--- config.mk ---
export PLATFORM = sky130hd
export DESIGN_NAME = eio_div
export DESIGN_NICKNAME = d
export VERILOG_FILES = /design/src/rtl/eio_div.sv
export SDC_FILE = /design/constraint.sdc
export NUM_CORES = 2
export LEC_CHECK = 0
export ABC_CLOCK_PERIOD_IN_PS = 4700
export BUFFER_PORTS_ARGS = -buffer_cell sky130_fd_sc_hd__buf_4
export CAP_MARGIN = 20
export CORE_MARGIN = 2
export CORE_UTILIZATION = 45
export DETAILED_ROUTE_END_ITERATION = 12
export GPL_TIMING_DRIVEN = 0
export MAX_ROUTING_LAYER = met4
export SYNTH_ARGS = -nofsm -noshare
export SYNTH_HDL_FRONTEND = slang
export SYNTH_SLANG_ARGS = --single-unit
--- constraint.sdc ---
create_clock -name clk_i -period 4.7 [get_ports clk_i]
set_input_delay 0.705 -clock clk_i [delete_from_list [all_inputs] [get_ports clk_i]]
set_output_delay 0.705 -clock clk_i [all_outputs]
set_load 0.005 [all_outputs]
--- src/rtl/eio_div.sv ---
`default_nettype none
// ----------------------------------------------------------------------------
// eio_div
// Pipelined restoring divider, one quotient bit per stage, with side tag.
// ----------------------------------------------------------------------------
module eio_div #(
  parameter int unsigned RW = 64,
  parameter int unsigned QB = 17,
  parameter int unsigned SW = 1
) (
  input  logic          clk_i,
  input  logic          rst_ni,
  input  logic          en_i,
  input  logic          valid_i,
  input  logic [RW-1:0] num_i,
  input  logic [RW-1:0] den_i,
  input  logic [SW-1:0] side_i,
  output logic          valid_o,
  output logic [QB-1:0] quo_o,
  output logic [SW-1:0] side_o
);

  logic [QB-1:0] v_q;
  logic [RW-1:0] r_q  [QB];
  logic [RW-1:0] d_q  [QB];
  logic [QB-1:0] qt_q [QB];
  logic [SW-1:0] s_q  [QB];

  for (genvar k = 0; k < QB; k++) begin : g_stage
    logic [RW-1:0] r_in, d_in, r_d;
    logic [QB-1:0] qt_in, qt_d;
    logic [SW-1:0] s_in;
    logic          v_in;

    if (k == 0) begin : g_first
      assign r_in  = num_i;
      assign d_in  = den_i;
      assign qt_in = '0;
      assign s_in  = side_i;
      assign v_in  = valid_i;
    end else begin : g_next
      assign r_in  = {r_q[k-1][RW-2:0], 1'b0};
      assign d_in  = d_q[k-1];
      assign qt_in = qt_q[k-1];
      assign s_in  = s_q[k-1];
      assign v_in  = v_q[k-1];
    end

    always_comb begin
      if (r_in >= d_in) begin
        r_d  = r_in - d_in;
        qt_d = {qt_in[QB-2:0], 1'b1};
      end else begin
        r_d  = r_in;
        qt_d = {qt_in[QB-2:0], 1'b0};
      end
    end

    always_ff @(posedge clk_i or negedge rst_ni) begin
      if (!rst_ni) begin
        v_q[k] <= 1'b0;
      end else if (en_i) begin
        v_q[k] <= v_in;
      end
    end

    always_ff @(posedge clk_i) begin
      if (en_i) begin
        r_q[k]  <= r_d;
        d_q[k]  <= d_in;
        qt_q[k] <= qt_d;
        s_q[k]  <= s_in;
      end
    end
  end

  assign valid_o = v_q[QB-1];
  assign quo_o   = qt_q[QB-1];
  assign side_o  = s_q[QB-1];

endmodule
`default_nettype wire

# --- Yosys cells after proc, flatten, opt, wreduce, memory -nomap -nowiden ---
# Memory sizes are Yosys's and may differ from the RTL's.
# Index checks and enable logic that the tools add are counted.
# W data, S select, Z words.
word_totals:
  mem_bits_rw: 2482
  in_bits: 133
  word_cells: 91
  out_inout_bits: 19
  mem_count: 4
  register_bits: 17
op_classes:
  n_lt_le_gt_ge: 17
  n_mux: 36
  n_addsub: 17
memory_table:
  columns: ["memory", "words", "word_bits", "read_ports", "rd_clocked_by_memory_dff", "wr", "line_no", "source"]
  rows:
  - ["d_q", 17, 64, 16, 0, 17, "25", "logic [RW-1:0] d_q [QB];"]
  - ["r_q", 17, 64, 16, 0, 17, "24", "logic [RW-1:0] r_q [QB];"]
  - ["qt_q", 17, 17, 17, 0, 17, "26", "logic [QB-1:0] qt_q [QB];"]
  - ["s_q", 17, 1, 17, 0, 17, "27", "logic [SW-1:0] s_q [QB];"]
ops:
  columns: ["cell", "n"]
  rows:
  - ["$ge A64 B64 Y1", 17]
  - ["$mux W64", 17]
  - ["$sub A64 B64 Y64", 17]
  - ["$mux W1", 19]

# --- Logic depth before layout (Yosys ltp) ---
# An unclocked memory read counts as a cell.
logic_depth:
  depth_word: 3
  mapped_depth: 18
  mapped_depth_nobuf: 15

# --- Least setup slack after synthesis ---
# Ideal clock, no wire load.
synth_timing:
  path_kind: "input port to flip-flop"
  startpoint: "in num_i[0]"
  endpoint: "mem r_q[0][62], data pin"
  path_slack_ns: 0.706
  path_buffers: 0
  t_required_ns: 4.434
  arrival_time_ns: 3.728
  setup_ns: 0.266
  cell_stages: 15
  path_cell_list: "inv_1 > ha_1 > fa_1 > nor2b_1 > o21ai_1 > a21boi_2 > o31ai_2 > a31oi_4 > a41oi_2 > or4_1 > a211o_1 > a311o_1 > o31ai_2 > xnor2_1 > o21ai_1"
synth_rtl:
  columns: ["element", "line_no", "source"]
  rows:
  - ["start: declaration", "15", "input logic [RW-1:0] num_i,"]
  - ["end: declaration", "24", null]

==> flow_metrics.py <==
metrics = {
    "power": {
        "irDropWorstVdd_mv": 0.322,
        "power_uw": 106000,
        "power_density_mw_per_mm2": 668,
        "p_leak_uw": 0.0664,
    },
    "cts": {
        "cts_root_buf": "clkbuf_16",
        "cts_tree": "done",
        "htreeDepth": 5,
        "numCtsBuffers": 266,
        "insertion_delay_ns": 0.88,
        "clock_path_buffers": 4,
        "clk_pin_slew_worst_paths_ns": 0.06,
        "cts.sinks": 2219,
    },
    "worst_setup_path": {
        "worst-r2r-setup-slack_ns": 0.04,
        "setup.worst_path.end": "r_q[0][105]",
        "cp-startpoint": "d_q[0][0]",
        "worstSetupPathType": "reg2reg",
        "cp.required_ns": 5.30,
        "cp_max_fo": 14,
        "cp-start-kind": "flop",
        "end_kind": "flop",
        "r2r_cells": 13,
        "r2r_end": "r_q[0][105]",
        "reg2reg_from": "d_q[0][0]",
        "crit_arrival_ns": 5.26,
    },
    "sta": {
        "fin_crit_ns": 4.66,
        "slew_violations": 0,
        "tightest_slew_ns": 1.18,
        "fin_skew_ns": 0.0374,
        "fin_setup_tns_ns": 0,
        "clock.fmax_ghz": 0.214,
        "timing.hold.ws_ns": 0.132,
        "slew_headroom_pct": 21.4,
        "setup_viol_count_final": 0,
        "hold_violations": 0,
        "period_share_pct": 99.2,
    },
    "logic_synthesis": {
        "ys_types": 104,
        "ys_seq_area_share_pct": 47.4,
        "ys.flop_type": "edfxtp_1",
        "syn_area_sq_mm": 0.140,
        "synth_area_leader_cell": "edfxtp_1",
        "synth_nets": 15300,
        "ys_warn_count": 0,
        "synth_edf_count": 2202,
        "async_reset_ff_share_pct": 0.766,
        "netlist_top_cells_area": "edfxtp_1 47%, ha_1 9.7%, a21oi_1 4.6%, o21ai_0 4.4%, a21o_1 3.8%",
        "synth_area_per_cell_sq_um": 10.0,
        "syn_inst": 14100,
        "yosys_register_bits": 2219,
        "synth_top_area_share_pct": 47.1,
    },
    "job": {
        "cap_violations": 0,
    },
    "global_route": {
        "grt_max_degree": 166,
        "grt_pass1_wl_microns": 572000,
        "antenna_found_initial": 3,
        "overflow": 0,
        "grt_pass1_vias": 104000,
        "grt_use_total_pct": 23.7,
    },
    "route": {
        "wl_per_cell_microns": 19.5,
        "drc": 0,
        "drtIter0Drc": 5753,
        "postRouteAntennaNets": 0,
        "post_drt_via_cell_ratio": 5.37,
        "routed_wl_microns": 370000,
        "vias": 102000,
        "drtPass1Iterations": 8,
    },
    "worst_hold_path": {
        "hp-class": "in2reg",
    },
    "floorplan": {
        "start_util_pct": 45.1,
        "ios": 152,
        "rows": 205,
        "coreArea_sq_mm": 0.311,
        "die_h_microns": 563,
        "die_area_sq_mm": 0.317,
        "die_w_microns": 563,
    },
    "place": {
        "gp_congestion": 0.960,
        "dpl.cell_count": 18400,
        "dp_hpwl_microns": 298000,
        "port_buffers": 151,
        "placed_cell_area_sq_mm": 0.148,
    },
    "finish": {
        "drive_gt1_share_pct": 7.58,
        "nets": 15900,
        "syn_to_final_growth_pct": 12.6,
        "post-route-cell-area_sq_mm": 0.158,
        "fin_cells": 19000,
    },
    "outcome": {
        "status": "complete, no violations",
    },
}
-- logic make-up (layout without fill, tap and decap cells) --
family / after synthesis / in the layout / synth area share [%]
AOI/OAI and AO/OA: 4324 / 4324 / 19.0
xor gates and xnor gates: 935 / 935 / 5.83
adders and majority gates: 1103 / 1103 / 9.91
buffers and inverters: 1912 / 2667 / 5.20
DFF: 2219 / 2219 / 47.4
muxes: 218 / 218 / 1.74
other: 0 / 9 / 0
and+or+nand+nor: 3342 / 3342 / 11.0
-- per-stage QoR --
stage | setup WS, ns | util [%]
3_5_place_dp | -2.64 | 47.5
4_1_cts | 0.00223 | 50.7
5_1_grt | -0.00227 | 50.8
3_3_place_gp | -16.87 | 47.2
6_report | 0.0374 | 50.8
2_1_floorplan | 0.706 | -
-- synthesized netlist by cell type (all sizes together) (46+ instances only) --
cell type and n:
edfxtp 2202, nand2 1363, inv 1345, a21oi 1282
o21ai 1266, ha 1087, nor2 728, a21o 720
xnor2 534, clkbuf 466, xor2 401, nand4 299
mux2 205, o21bai 198, nand3 196, nor3 166
o21a 130, nor2b 126, nand2b 108, a31oi 107
buf 99, and3 94, o31ai 89, a211oi 83
and2 61, o211ai 58, a221oi 51, a21boi 46
or3 46
-- worst min-delay path by stage --
stage,startpoint,to,slack (ns),depth (start not counted)
after floorplan,qt_q[9][9],qt_q[10][10],0.40,0
after global placement,s_q[1][2],s_q[1][3],0.40,0
after detailed placement,qt_q[9][7],qt_q[10][8],0.40,0
after CTS,num_i[28],r_q[0][28],0.04,3
after global routing,num_i[34],r_q[0][34],0.09,3
final,num_i[28],r_q[0][28],0.13,3
-- per-layer routing --
metal | global-route usage (%) | share of wire [%]
met5 | - | 0
met4 | 15.3 | 7.6
met3 | 2.35 | 2.6
met2 | 44.2 | 53
met1 | 23.3 | 37
-- power breakdown --
part	internal, uW	switching [uW]	total [uW]	leakage, uW
Clock	11800	8030	19800	0.00408
Combinational	21100	32500	53600	0.0405
Sequential	29300	2990	32200	0.0218
Total	62100	43600	106000	0.0664
-- cell usage in the layout (no fill, tap or decap), drive strengths merged, types with 319 or more instances in the layout --
| master | netlist | routed |
|---|---|---|
| edfxtp | 2202 | 2202 |
| nand2 | 1363 | 1363 |
| inv | 1345 | 1357 |
| a21oi | 1282 | 1282 |
| o21ai | 1266 | 1266 |
| ha | 1087 | 1087 |
| clkbuf | 466 | 794 |
| nor2 | 728 | 728 |
| a21o | 720 | 720 |
| xnor2 | 534 | 534 |
| xor2 | 401 | 401 |
| buf | 99 | 319 |
-- flip-flops by register name, indices dropped and copies added (netlist names) --
register      flops
s_q              17
g_stage.v_in     16
qt_q            153
r_q            1008
d_q            1024
valid_o           1
-- cell type report --
type | count | area, sq um
inverter | 1347 | 5060
clock buffer | 332 | 7070
buffer | 560 | 2390
multi-input combinational | 9922 | 67300
tap | 4140 | 5180
sequential | 2219 | 66500
fill | 28800 | 153000
clock inverter | 130 | 1310
timing repair buffer | 298 | 3240
antenna | 9 | 22.5
-- timing repair --
item                                   in CTS  in global routing
pin swaps                                  17                 10
endpoints found under the hold margin      83                  0
setup endpoints to repair                1529                506
buffers inserted                           15                  7
cloned                                      9                  1
gates resized for setup                   150                 94
hold buffers                               67                  0
-- critical path, stage by stage, from the launching register on --
cell	delay, ns
edfxtp_1	0.39
inv_1	0.11
fa_1	0.46
a211oi_1	0.34
o21a_1	0.19
nor2_1	0.07
o21ai_1	0.40
a21oi_1	0.24
o21a_1	0.30
o211a_1	0.35
o22ai_1	0.41
buf_6	0.28
buf_2	0.43
mux2_2	0.40
(Power assumes the default switching activity.)
